## src/rtl/core/lmrs_pkg.sv

```systemverilog
// Package for the LED matrix row serialiser: payload structs, codes and the
// control and status structs between controller and datapath. No dependencies.
package lmrs_pkg;

  localparam int MAX_PANELS_DEFAULT = 32;
  localparam int PIXELS_PER_PANEL   = 8;

  localparam logic [1:0] LAST_CHANNEL_PHASE = 2'd2;

  localparam logic OP_CHANNEL = 1'b0;
  localparam logic OP_COMMAND = 1'b1;

  localparam logic CFG_PANEL_COUNT = 1'b0;
  localparam logic CFG_THREE_MODE  = 1'b1;

  typedef struct packed {
    logic       op;
    logic [7:0] channel_value;
    logic [3:0] command_register;
    logic [7:0] command_value;
  } in_item_t;

  typedef struct packed {
    logic [7:0] spi_byte;
    logic       end_of_transfer;
  } out_item_t;

  typedef struct packed {
    logic accept;
    logic emit_hdr;
    logic emit_dat;
  } ctrl_cmd_t;

  typedef struct packed {
    logic start_emit;
    logic last_panel;
    logic out_free;
  } dp_status_t;

endpackage

```

## src/rtl/core/lmrs_ctrl.sv

```systemverilog
// Controller for the LED matrix row serialiser: sequences the header and data
// transfers of each panel. Depends on lmrs_pkg.
module lmrs_ctrl (
  input  logic                clk,
  input  logic                rst,
  input  logic                in_valid,
  output logic                in_stall,
  input  lmrs_pkg::dp_status_t sts,
  output lmrs_pkg::ctrl_cmd_t  cmd
);

  typedef enum logic [1:0] {
    ST_IDLE,
    ST_HDR,
    ST_DAT
  } state_t;

  state_t state;

  assign in_stall     = (state != ST_IDLE);
  assign cmd.accept   = in_valid && (state == ST_IDLE);
  assign cmd.emit_hdr = (state == ST_HDR) && sts.out_free;
  assign cmd.emit_dat = (state == ST_DAT) && sts.out_free;

  always_ff @(posedge clk) begin
    if (rst) begin
      state <= ST_IDLE;
    end else begin
      case (state)
        ST_IDLE: begin
          if (cmd.accept && sts.start_emit) begin
            state <= ST_HDR;
          end
        end
        ST_HDR: begin
          if (sts.out_free) begin
            state <= ST_DAT;
          end
        end
        ST_DAT: begin
          if (sts.out_free) begin
            state <= sts.last_panel ? ST_IDLE : ST_HDR;
          end
        end
        default: begin
          state <= ST_IDLE;
        end
      endcase
    end
  end

endmodule

```

## src/rtl/core/lmrs_dp.sv

```systemverilog
// Datapath for the LED matrix row serialiser: configuration registers, pixel
// packing, the row store and the output register. Depends on lmrs_pkg.
module lmrs_dp #(
  parameter int MAX_PANELS = lmrs_pkg::MAX_PANELS_DEFAULT
) (
  input  logic                 clk,
  input  logic                 rst,
  input  logic                 cfg_valid,
  input  logic                 cfg_index,
  input  logic [5:0]           cfg_value,
  input  lmrs_pkg::in_item_t   in_data,
  output logic                 out_valid,
  input  logic                 out_stall,
  output lmrs_pkg::out_item_t  out_data,
  input  lmrs_pkg::ctrl_cmd_t  cmd,
  output lmrs_pkg::dp_status_t sts
);

  localparam int AW = (MAX_PANELS > 1) ? $clog2(MAX_PANELS) : 1;
  localparam logic [5:0] MaxN = 6'(MAX_PANELS);

  logic [5:0] panel_count;
  logic       three_channel_mode;

  logic [7:0] row_store [MAX_PANELS];
  logic [7:0] rd_data;
  logic [7:0] panel_byte;
  logic       pixel_lit;
  logic [1:0] channel_phase;
  logic [7:0] pixel_column;
  logic [2:0] row_number;

  logic [5:0] emit_idx;
  logic       emit_is_cmd;
  logic [7:0] hdr_byte;
  logic [7:0] cmd_byte;

  logic [5:0]    n_used;
  logic [8:0]    row_len;
  logic [8:0]    col_inc;
  logic          lit_next;
  logic          pixel_done;
  logic          row_end;
  logic [7:0]    panel_byte_next;
  logic [AW-1:0] rd_addr;
  logic [AW-1:0] wr_addr;
  logic          pixel_step;

  always_comb begin
    if (panel_count == 6'd0) begin
      n_used = 6'd1;
    end else if (panel_count > MaxN) begin
      n_used = MaxN;
    end else begin
      n_used = panel_count;
    end
  end

  assign row_len         = {n_used, 3'b000};
  assign col_inc         = {1'b0, pixel_column} + 9'd1;
  assign lit_next        = pixel_lit || (in_data.channel_value != 8'd0);
  assign pixel_done      = !(three_channel_mode &&
                             (channel_phase < lmrs_pkg::LAST_CHANNEL_PHASE));
  assign row_end         = pixel_done && (col_inc >= row_len);
  assign panel_byte_next = {panel_byte[6:0], lit_next};
  assign pixel_step      = cmd.accept && (in_data.op == lmrs_pkg::OP_CHANNEL);
  assign wr_addr         = pixel_column[AW+2:3];
  assign rd_addr         = AW'(n_used - 6'd1 - emit_idx);

  assign sts.start_emit = (in_data.op == lmrs_pkg::OP_COMMAND) || row_end;
  assign sts.last_panel = ((emit_idx + 6'd1) == n_used);
  assign sts.out_free   = !out_valid || !out_stall;

  always_ff @(posedge clk) begin
    if (rst) begin
      panel_count        <= 6'd1;
      three_channel_mode <= 1'b0;
    end else if (cfg_valid) begin
      case (cfg_index)
        lmrs_pkg::CFG_PANEL_COUNT: panel_count        <= cfg_value;
        lmrs_pkg::CFG_THREE_MODE:  three_channel_mode <= cfg_value[0];
        default: begin
        end
      endcase
    end
  end

  always_ff @(posedge clk) begin
    if (rst) begin
      panel_byte    <= 8'd0;
      pixel_lit     <= 1'b0;
      channel_phase <= 2'd0;
      pixel_column  <= 8'd0;
      row_number    <= 3'd0;
    end else if (pixel_step) begin
      if (!pixel_done) begin
        pixel_lit     <= lit_next;
        channel_phase <= channel_phase + 2'd1;
      end else begin
        pixel_lit     <= 1'b0;
        channel_phase <= 2'd0;
        if (row_end) begin
          pixel_column <= 8'd0;
          panel_byte   <= 8'd0;
          row_number   <= row_number + 3'd1;
        end else begin
          pixel_column <= col_inc[7:0];
          panel_byte   <= panel_byte_next;
        end
      end
    end
  end

  always_ff @(posedge clk) begin
    if (pixel_step && pixel_done && (pixel_column[2:0] == 3'd7)) begin
      row_store[wr_addr] <= panel_byte_next;
    end
    rd_data <= row_store[rd_addr];
  end

  always_ff @(posedge clk) begin
    if (rst) begin
      emit_idx <= 6'd0;
    end else if (cmd.accept && sts.start_emit) begin
      emit_idx <= 6'd0;
    end else if (cmd.emit_dat) begin
      emit_idx <= emit_idx + 6'd1;
    end
  end

  always_ff @(posedge clk) begin
    if (cmd.accept && sts.start_emit) begin
      emit_is_cmd <= (in_data.op == lmrs_pkg::OP_COMMAND);
      cmd_byte    <= in_data.command_value;
      if (in_data.op == lmrs_pkg::OP_COMMAND) begin
        hdr_byte <= {4'd0, in_data.command_register};
      end else begin
        hdr_byte <= {5'd0, row_number} + 8'd1;
      end
    end
  end

  always_ff @(posedge clk) begin
    if (rst) begin
      out_valid <= 1'b0;
    end else if (cmd.emit_hdr || cmd.emit_dat) begin
      out_valid <= 1'b1;
    end else if (!out_stall) begin
      out_valid <= 1'b0;
    end
  end

  always_ff @(posedge clk) begin
    if (cmd.emit_hdr) begin
      out_data.spi_byte        <= hdr_byte;
      out_data.end_of_transfer <= 1'b0;
    end else if (cmd.emit_dat) begin
      out_data.spi_byte        <= emit_is_cmd ? cmd_byte : rd_data;
      out_data.end_of_transfer <= sts.last_panel;
    end
  end

endmodule

```

## src/rtl/core/led_matrix_row_serializer_core.sv

```systemverilog
// LED matrix row serialiser top level. Depends on lmrs_pkg, lmrs_ctrl, lmrs_dp.
// A channel byte is taken every cycle while the controller is idle; an item that ends
// a row, or a command, then holds the input while each panel in use gets one header
// and one data transfer through the single output register, longer under output stall.
// Output starts from the header state after acceptance. Reset is synchronous and
// clears control state, the pixel state and the configuration; no clearing pass.
module led_matrix_row_serializer_core #(
  parameter int MAX_PANELS = lmrs_pkg::MAX_PANELS_DEFAULT
) (
  input  logic                clk,
  input  logic                rst,
  input  logic                cfg_valid,
  output logic                cfg_ready,
  input  logic                cfg_index,
  input  logic [5:0]          cfg_value,
  input  logic                in_valid,
  output logic                in_stall,
  input  lmrs_pkg::in_item_t  in_data,
  output logic                out_valid,
  input  logic                out_stall,
  output lmrs_pkg::out_item_t out_data
);

  lmrs_pkg::ctrl_cmd_t  cmd;
  lmrs_pkg::dp_status_t sts;

  assign cfg_ready = 1'b1;

  lmrs_ctrl u_ctrl (
    .clk      (clk),
    .rst      (rst),
    .in_valid (in_valid),
    .in_stall (in_stall),
    .sts      (sts),
    .cmd      (cmd)
  );

  lmrs_dp #(
    .MAX_PANELS (MAX_PANELS)
  ) u_dp (
    .clk       (clk),
    .rst       (rst),
    .cfg_valid (cfg_valid && cfg_ready),
    .cfg_index (cfg_index),
    .cfg_value (cfg_value),
    .in_data   (in_data),
    .out_valid (out_valid),
    .out_stall (out_stall),
    .out_data  (out_data),
    .cmd       (cmd),
    .sts       (sts)
  );

endmodule

```

## config.mk

```make
export PLATFORM = sky130hd
export DESIGN_NAME = led_matrix_row_serializer_core
export DESIGN_NICKNAME = d
export VERILOG_FILES = /design/src/rtl/core/lmrs_pkg.sv /design/src/rtl/core/lmrs_ctrl.sv /design/src/rtl/core/lmrs_dp.sv /design/src/rtl/core/led_matrix_row_serializer_core.sv
export SDC_FILE = /design/constraint.sdc
export NUM_CORES = 1
export LEC_CHECK = 0
export ABC_AREA = 1
export ABC_CLOCK_PERIOD_IN_PS = 8000
export BUFFER_PORTS_ARGS = -buffer_cell sky130_fd_sc_hd__buf_2
export CAP_MARGIN = 20
export CORE_MARGIN = 4
export CORE_UTILIZATION = 45
export CTS_CLUSTER_SIZE = 20
export DETAILED_ROUTE_END_ITERATION = 10
export PLACE_DENSITY = 0.72
export SYNTH_ARGS = -nofsm -noshare
export SYNTH_HDL_FRONTEND = slang
export SYNTH_HIERARCHICAL = 1
export SYNTH_SLANG_ARGS = --single-unit
```

## constraint.sdc

```tcl
create_clock -name clk -period 8 [get_ports clk]
set_input_delay 0.4 -clock clk [delete_from_list [all_inputs] [get_ports clk]]
set_output_delay 0.4 -clock clk [all_outputs]
set_load 0.05 [all_outputs]
```

==> impl_metrics.json, run 1 <==
{
  "timing_worst_slew_pin_value_ns": 0.956,
  "rows": 63,
  "finalSetupViolCount": 0,
  "crit_path_frequent_cell": "sky130_fd_sc_hd__nand3_1",
  "timing.final.crit_period_ns": 4.32,
  "critical_path.reg2reg.startpoint": "u_dp/panel_count[4]$_SDFFE_PP0P_",
  "worstSetupEndpointType": "register",
  "largest_net_degree_at_the_start_of_global_routing": 98,
  "synth.top_cells.by_area": "sky130_fd_sc_hd__edfxtp_1 (61%), sky130_fd_sc_hd__nor2_1 (7.7%), sky130_fd_sc_hd__o21ai_0 (7.0%), sky130_fd_sc_hd__dfxtp_1 (6.8%), sky130_fd_sc_hd__nand2_1 (4.1%)",
  "worst_hold_path.num_cells": 1,
  "cts-root-to-sink-buffers": 3,
  "ant_nets": 0,
  "place.detailed.instances": 1637,
  "routed_wire_length_per_instance_um": 18.4,
  "netlist-cell-type-count": 41,
  "yosys-top-cells-count": "sky130_fd_sc_hd__edfxtp_1 (277), sky130_fd_sc_hd__nor2_1 (277), sky130_fd_sc_hd__o21ai_0 (190), sky130_fd_sc_hd__nand2_1 (150), sky130_fd_sc_hd__nand3_1 (74)",
  "critical_path_buffer_and_inverter_count": 2,
  "worstSetupStartpointType": "register",
  "worst_r2r_path_depth": 12,
  "avgSynthCellArea_um2": 10.9,
  "grt.overflow.total": 0,
  "fin_total_pwr_mw": 3.90,
  "grt_pass1_vias": 9032,
  "initial_utilization": 0.457,
  "synthCells": 1247,
  "place.detailed.hpwl_um": 19400,
  "worstPathCellList": "nor2_1 > nand3_1 > o21ai_0 > ha_4 > clkinv_2 > buf_4 > o21ai_0 > o21ai_1 > nand2_1 > nand3_1 > nand3_1 > nand2_1",
  "synth_seq_area_share": 0.680,
  "grt_pass1_wl_um": 48900,
  "synth_top_flop_cell": "sky130_fd_sc_hd__edfxtp_1",
  "cts_resized": 0,
  "min_period_over_period": 0.540,
  "report.final.hold_viol_count": 0,
  "hold_class": "in -> reg",
  "grt_use_total": 0.184,
  "place.gp.congestion": 0.821,
  "report.final.slew_viol_count": 0,
  "worst_ep_required_time_ns": 8.44,
  "fin_worst_hold_slack_ns": 0.0276,
  "outcome": "finished, final reports clean",
  "synth-edff-count": 277,
  "rrSetupSlack_ns": 3.68,
  "utilization": 0.508,
  "dr.first_iter.drc_count": 891,
  "worst_path_largest_cell_delay_ns": 0.72,
  "number_of_gates_on_the_worst_path_with_buffers_counted": 12,
  "endpoint_of_the_worst_hold_timing_path": "u_dp/cmd_byte[3]$_DFFE_PP_",
  "area_delta_synth_final_pct": 11.2,
  "critical_path.max_fanout": 88,
  "worst_slack_ns": 3.68,
  "hp-start": "in_data[3]",
  "cts.htree.levels": 1,
  "timing.critical_path.max_delay_family": "buffers and inverters",
  "synthDominantAreaCellType": "sky130_fd_sc_hd__edfxtp_1",
  "wl_final_um": 31300,
  "antenna_violations_before_repair": 0,
  "synth.top_cell.area_share": 0.612,
  "detail_route.vias_per_cell": 5.48,
  "critical_path_arrival_ns": 4.76,
  "insertion_delay_ns": 0.55,
  "fin_area_um2": 15100,
  "die_area_um2": 33000,
  "worst_path_max_delay_cell": "sky130_fd_sc_hd__ha_4",
  "maxSlewHeadroom": 0.363,
  "io_pins": 45,
  "r2r_end": "u_dp/rd_data[0]$_DFF_P_",
  "dieWidth_um": 182,
  "overall_die_height_um": 182,
  "clkTransAtPathRegs_ns": 0.07,
  "syn_area_um2": 13600,
  "post_dp_cell_area_um2": 14100,
  "synth.ff_latch_count": 323,
  "worst_vdd_ir_uv": 185,
  "drive_above_1_share": 0.100,
  "skew_ns": 0.00801,
  "num-nets-final": 1330,
  "sum_of_negative_setup_slack_ns": 0,
  "drv.max_cap_violation_count": 0,
  "clock_sink_count": 323,
  "cts.repair_timing.setup_buffer_count": 0,
  "cts_hold_buffers": 0,
  "place_worst_setup_slack_ns": 3.75,
  "tritoncts": "built",
  "floorplan.core_area_um2": 29700,
  "crit_type": "reg -> reg",
  "power.leakage_nw": 5.49,
  "antenna-diode-count": 0,
  "synthesized_net_count": 1295,
  "drt_first_pass_iters": 5,
  "cell_at_the_root_of_the_clock_tree": "sky130_fd_sc_hd__clkbuf_16",
  "asyncSetResetFlopFracSynth": 0,
  "stdcell_count": 1694,
  "power_per_cell_area_nw_per_um2": 258,
  "routed_vias": 9291,
  "place.port_buffers": 43,
  "post-route-drc-count": 0,
  "maxClockFrequency_mhz": 232,
  "total_cts_buffers": 31,
  "critPathLaunch": "u_dp/panel_count[4]$_SDFFE_PP0P_",
  "rsz0062_at_grt": "false",
  "synth-warning-count": 6
}
## cell families (layout without fill, tap and decap cells)
logic type,after synthesis,count (layout),share of synthesized area
adder cells (fa/ha/maj),15,15,0.0144
XOR/XNOR,10,10,0.00838
flip-flops,323,323,0.680
other,1,1,0.000276
buffers and inverters,122,179,0.0407
AND/OR/NAND/NOR,527,527,0.161
AO/OA/AOI/OAI,249,249,0.0952
## routing by layer
layer | track usage | wire length, um | vias to the layer above | part of all wire
met5 | 0 | 0 | - | 0
met4 | 0.0609 | 924 | 0 | 0.030
met3 | 0.0353 | 2640 | 57 | 0.084
met2 | 0.307 | 15300 | 363 | 0.49
met1 | 0.245 | 12400 | 4496 | 0.40
li1 | - | - | 4375 | -
## final cells by class
class	count	area, um^2
Clock buffer	41	843
Clock inverter	14	118
Fill cell	2514	14600
Inverter	67	255
Multi-Input combinational cell	802	3810
Sequential cell	323	9240
Tap cell	390	488
Timing Repair Buffer	57	345
## sequential cells by signal, indices dropped and copies added, names as in the netlist, 2 cells and up
signal,cells
u_dp/cmd_byte,8
u_dp/row_number,3
u_dp/rd_data,8
u_dp/hdr_byte,4
u_dp/channel_phase,2
u_dp/panel_count,6
u_dp/pixel_column,8
u_dp/out_data,9
u_dp/row_store,256
u_dp/panel_byte,7
u_dp/emit_idx,6
u_ctrl/state,2
## worst register-to-register path, cell delays in order, from the launching register on
cell                       delay (ns)
sky130_fd_sc_hd__dfxtp_1         0.34
sky130_fd_sc_hd__nor2_1          0.13
sky130_fd_sc_hd__nand3_1         0.11
sky130_fd_sc_hd__o21ai_0         0.49
sky130_fd_sc_hd__ha_4            0.72
sky130_fd_sc_hd__clkinv_2        0.76
sky130_fd_sc_hd__buf_4           0.60
sky130_fd_sc_hd__o21ai_0         0.51
sky130_fd_sc_hd__o21ai_1         0.12
sky130_fd_sc_hd__nand2_1         0.11
sky130_fd_sc_hd__nand3_1         0.08
sky130_fd_sc_hd__nand3_1         0.17
sky130_fd_sc_hd__nand2_1         0.07
## cells in the final DEF (no fill, tap or decap), types with 7 or more instances in the layout
cell                        count
sky130_fd_sc_hd__clkbuf_16     31
sky130_fd_sc_hd__nand2_1      150
sky130_fd_sc_hd__o21ai_1       33
sky130_fd_sc_hd__clkbuf_1       7
sky130_fd_sc_hd__nand3_1       74
sky130_fd_sc_hd__ha_1          13
sky130_fd_sc_hd__edfxtp_1     277
sky130_fd_sc_hd__nor2_1       277
sky130_fd_sc_hd__a21oi_1       13
sky130_fd_sc_hd__buf_2         44
sky130_fd_sc_hd__dfxtp_1       46
sky130_fd_sc_hd__buf_4         11
sky130_fd_sc_hd__o21ai_0      190
sky130_fd_sc_hd__inv_1         60
## where the power goes
group	switching, mW	internal (mW)	total [mW]
clock network	0.591	0.798	1.39
logic	0.445	0.186	0.631
registers	0.0319	1.85	1.88
total	1.07	2.83	3.90
## how the worst max path moves through the flow
| stage | to | slack [ns] |
|---|---|---|
| floorplan | u_dp/cmd_byte[0]$_DFFE_PP_ | 5.38 |
| global placement | u_dp/rd_data[0]$_DFF_P_ | 3.88 |
| detailed placement | u_dp/rd_data[0]$_DFF_P_ | 3.75 |
| CTS | u_dp/rd_data[0]$_DFF_P_ | 3.74 |
| global route | u_dp/rd_data[4]$_DFF_P_ | 3.40 |
| finish | u_dp/rd_data[0]$_DFF_P_ | 3.68 |
(Power assumes the default switching activity.)
==> run 2: changes to the inputs <==
- ABC_CLOCK_PERIOD_IN_PS: 8000 -> 3700
- PLACE_DENSITY: 0.72 -> 0.74
- clock period: 8 -> 3.7 ns (I/O delays scaled with it)
==> run 2 against run 1 <==
Fmax increased by 27%. First-iteration DRC count grew 27%. Largest power group unchanged. Critical path depth increased by 3. Cell area is 2.4% higher. Die area unchanged. Clock power rose by 120%. Register-to-register slack got worse by 3.4 ns. Routed wire length rose by 0.12%. Utilization grew 1.2 points.
==> impl_metrics.json, run 2 (synthesized netlist as in run 1, its figures left out) <==
{
  "outcome": "finished, final reports clean",
  "antenna-diode-count": 0,
  "detail_route.vias_per_cell": 5.51,
  "routed_vias": 9523,
  "maxSlewHeadroom": 0.390,
  "io_pins": 45,
  "floorplan.core_area_um2": 29700,
  "insertion_delay_ns": 0.56,
  "cts-root-to-sink-buffers": 3,
  "worstSetupEndpointType": "register",
  "r2r_end": "u_dp/rd_data[7]$_DFF_P_",
  "report.final.slew_viol_count": 0,
  "stdcell_count": 1728,
  "largest_net_degree_at_the_start_of_global_routing": 129,
  "initial_utilization": 0.457,
  "clock_sink_count": 323,
  "utilization": 0.520,
  "rrSetupSlack_ns": 0.30,
  "num-nets-final": 1361,
  "grt_use_total": 0.185,
  "critical_path.max_fanout": 23,
  "overall_die_height_um": 182,
  "drive_above_1_share": 0.103,
  "timing.final.crit_period_ns": 3.40,
  "most-common-layout-cells": "sky130_fd_sc_hd__nor2_1 (277), sky130_fd_sc_hd__edfxtp_1 (277), sky130_fd_sc_hd__o21ai_0 (190)",
  "dr.first_iter.drc_count": 1132,
  "fin_total_pwr_mw": 8.59,
  "report.final.hold_viol_count": 0,
  "top_register": "u_dp/row_store",
  "worst_r2r_path_depth": 15,
  "register_area_um2": 9240,
  "drt_first_pass_iters": 5,
  "wl_final_um": 31300,
  "skew_ns": 0.00811,
  "grt.overflow.total": 0,
  "timing_worst_slew_pin_value_ns": 0.914,
  "critPathLaunch": "u_dp/panel_count[4]$_SDFFE_PP0P_",
  "critical_path_arrival_ns": 3.85,
  "cell_at_the_root_of_the_clock_tree": "sky130_fd_sc_hd__clkbuf_16",
  "rows": 63,
  "post-route-drc-count": 0,
  "worstSetupStartpointType": "register",
  "rsz0062_at_grt": "false",
  "cts_hold_buffers": 26,
  "hold_class": "in -> reg",
  "worst_ep_required_time_ns": 4.15,
  "maxClockFrequency_mhz": 294,
  "clkTransAtPathRegs_ns": 0.06,
  "worst_vdd_ir_uv": 460,
  "power.leakage_nw": 5.64,
  "endpoint_of_the_worst_hold_timing_path": "u_dp/pixel_lit$_SDFFE_PP0P_",
  "largest_reg_flops": 256,
  "power_per_cell_area_nw_per_um2": 555,
  "place.detailed.hpwl_um": 19100,
  "die_area_um2": 33000,
  "hp-start": "in_data[15]",
  "min_period_over_period": 0.918,
  "place.detailed.instances": 1644,
  "total_cts_buffers": 31,
  "drv.max_cap_violation_count": 0,
  "ant_nets": 0,
  "critical_path.reg2reg.startpoint": "u_dp/panel_count[4]$_SDFFE_PP0P_",
  "fillCellCount": 2449,
  "place.port_buffers": 43,
  "finalSetupViolCount": 0,
  "place.gp.congestion": 0.865,
  "cts.repair_timing.setup_buffer_count": 0,
  "grt_pass1_vias": 9205,
  "worst_hold_path.num_cells": 5,
  "tritoncts": "built",
  "largest_registers_ranked_by_flip_flop_count": "u_dp/row_store (256), u_dp/out_data (9)",
  "cts.htree.levels": 1,
  "crit_type": "reg -> reg",
  "dieWidth_um": 182,
  "cts_resized": 0,
  "antenna_violations_before_repair": 0,
  "area_delta_synth_final_pct": 13.9,
  "sum_of_negative_setup_slack_ns": 0,
  "area_used_by_multi_input_combinational_logic_um2": 3810,
  "routed_wire_length_per_instance_um": 18.1,
  "grt_pass1_wl_um": 49000
}
## run 2: worst max-delay path by stage
stage | to | slack [ns] | depth (start not counted)
floorplan | u_dp/cmd_byte[0]$_DFFE_PP_ | 1.08 | 14
global placement | u_dp/rd_data[3]$_DFF_P_ | 0.42 | 13
detailed placement | u_dp/rd_data[3]$_DFF_P_ | 0.35 | 13
CTS | u_dp/rd_data[7]$_DFF_P_ | 0.33 | 15
global route | u_dp/rd_data[7]$_DFF_P_ | 0.07 | 14
finish | u_dp/rd_data[7]$_DFF_P_ | 0.30 | 15
## run 2: area by class of cell
class / instances / share of cell area
inverter: 67 / 0.0165
clock buffer: 35 / 0.0511
sequential: 323 / 0.597
clock inverter: 23 / 0.0138
multi-input combinational: 802 / 0.247
tap: 390 / 0.0316
timing repair buffer: 88 / 0.0432
## run 2: stage by stage
step	hold slack (ns)	instance area [um^2]	setup slack (ns)
floorplan	0.247	13600	1.08
global placement	0.362	14200	0.418
detailed placement	0.364	14200	0.353
CTS	0.0123	15500	0.330
global route	0.0518	15500	0.0692
finish	0.0166	15500	0.303
## run 2: routing by layer
layer / vias up / part of all wire / GRT usage / routed length, um
li1: 4443 / - / - / -
met1: 4604 / 0.40 / 0.252 / 12600
met2: 404 / 0.48 / 0.299 / 15100
met3: 72 / 0.080 / 0.0347 / 2500
met4: 0 / 0.035 / 0.0669 / 1080
met5: - / 0 / 0 / 0
## run 2: worst max-delay path, cell delays in order (launching register included)
cell and delay, ns:
sky130_fd_sc_hd__dfxtp_1 0.35, sky130_fd_sc_hd__nor2_1 0.10, sky130_fd_sc_hd__nand3_1 0.09, sky130_fd_sc_hd__o21ai_0 0.40, sky130_fd_sc_hd__ha_4 0.20, sky130_fd_sc_hd__inv_1 0.05, sky130_fd_sc_hd__fa_4 0.97, sky130_fd_sc_hd__buf_4 0.33
sky130_fd_sc_hd__buf_4 0.21, sky130_fd_sc_hd__nor2_1 0.05, sky130_fd_sc_hd__o21ai_0 0.08, sky130_fd_sc_hd__o21ai_0 0.13, sky130_fd_sc_hd__nand2_1 0.07, sky130_fd_sc_hd__nand3_1 0.07, sky130_fd_sc_hd__nand3_1 0.11, sky130_fd_sc_hd__nand2_1 0.06
## run 2: power breakdown
group / total [mW] / internal, mW / leakage [nW] / switching (mW)
registers: 4.07 / 4.00 / 3.04 / 0.0708
logic: 1.40 / 0.439 / 2.11 / 0.962
clock network: 3.11 / 1.80 / 0.486 / 1.31
total: 8.59 / 6.24 / 5.64 / 2.34
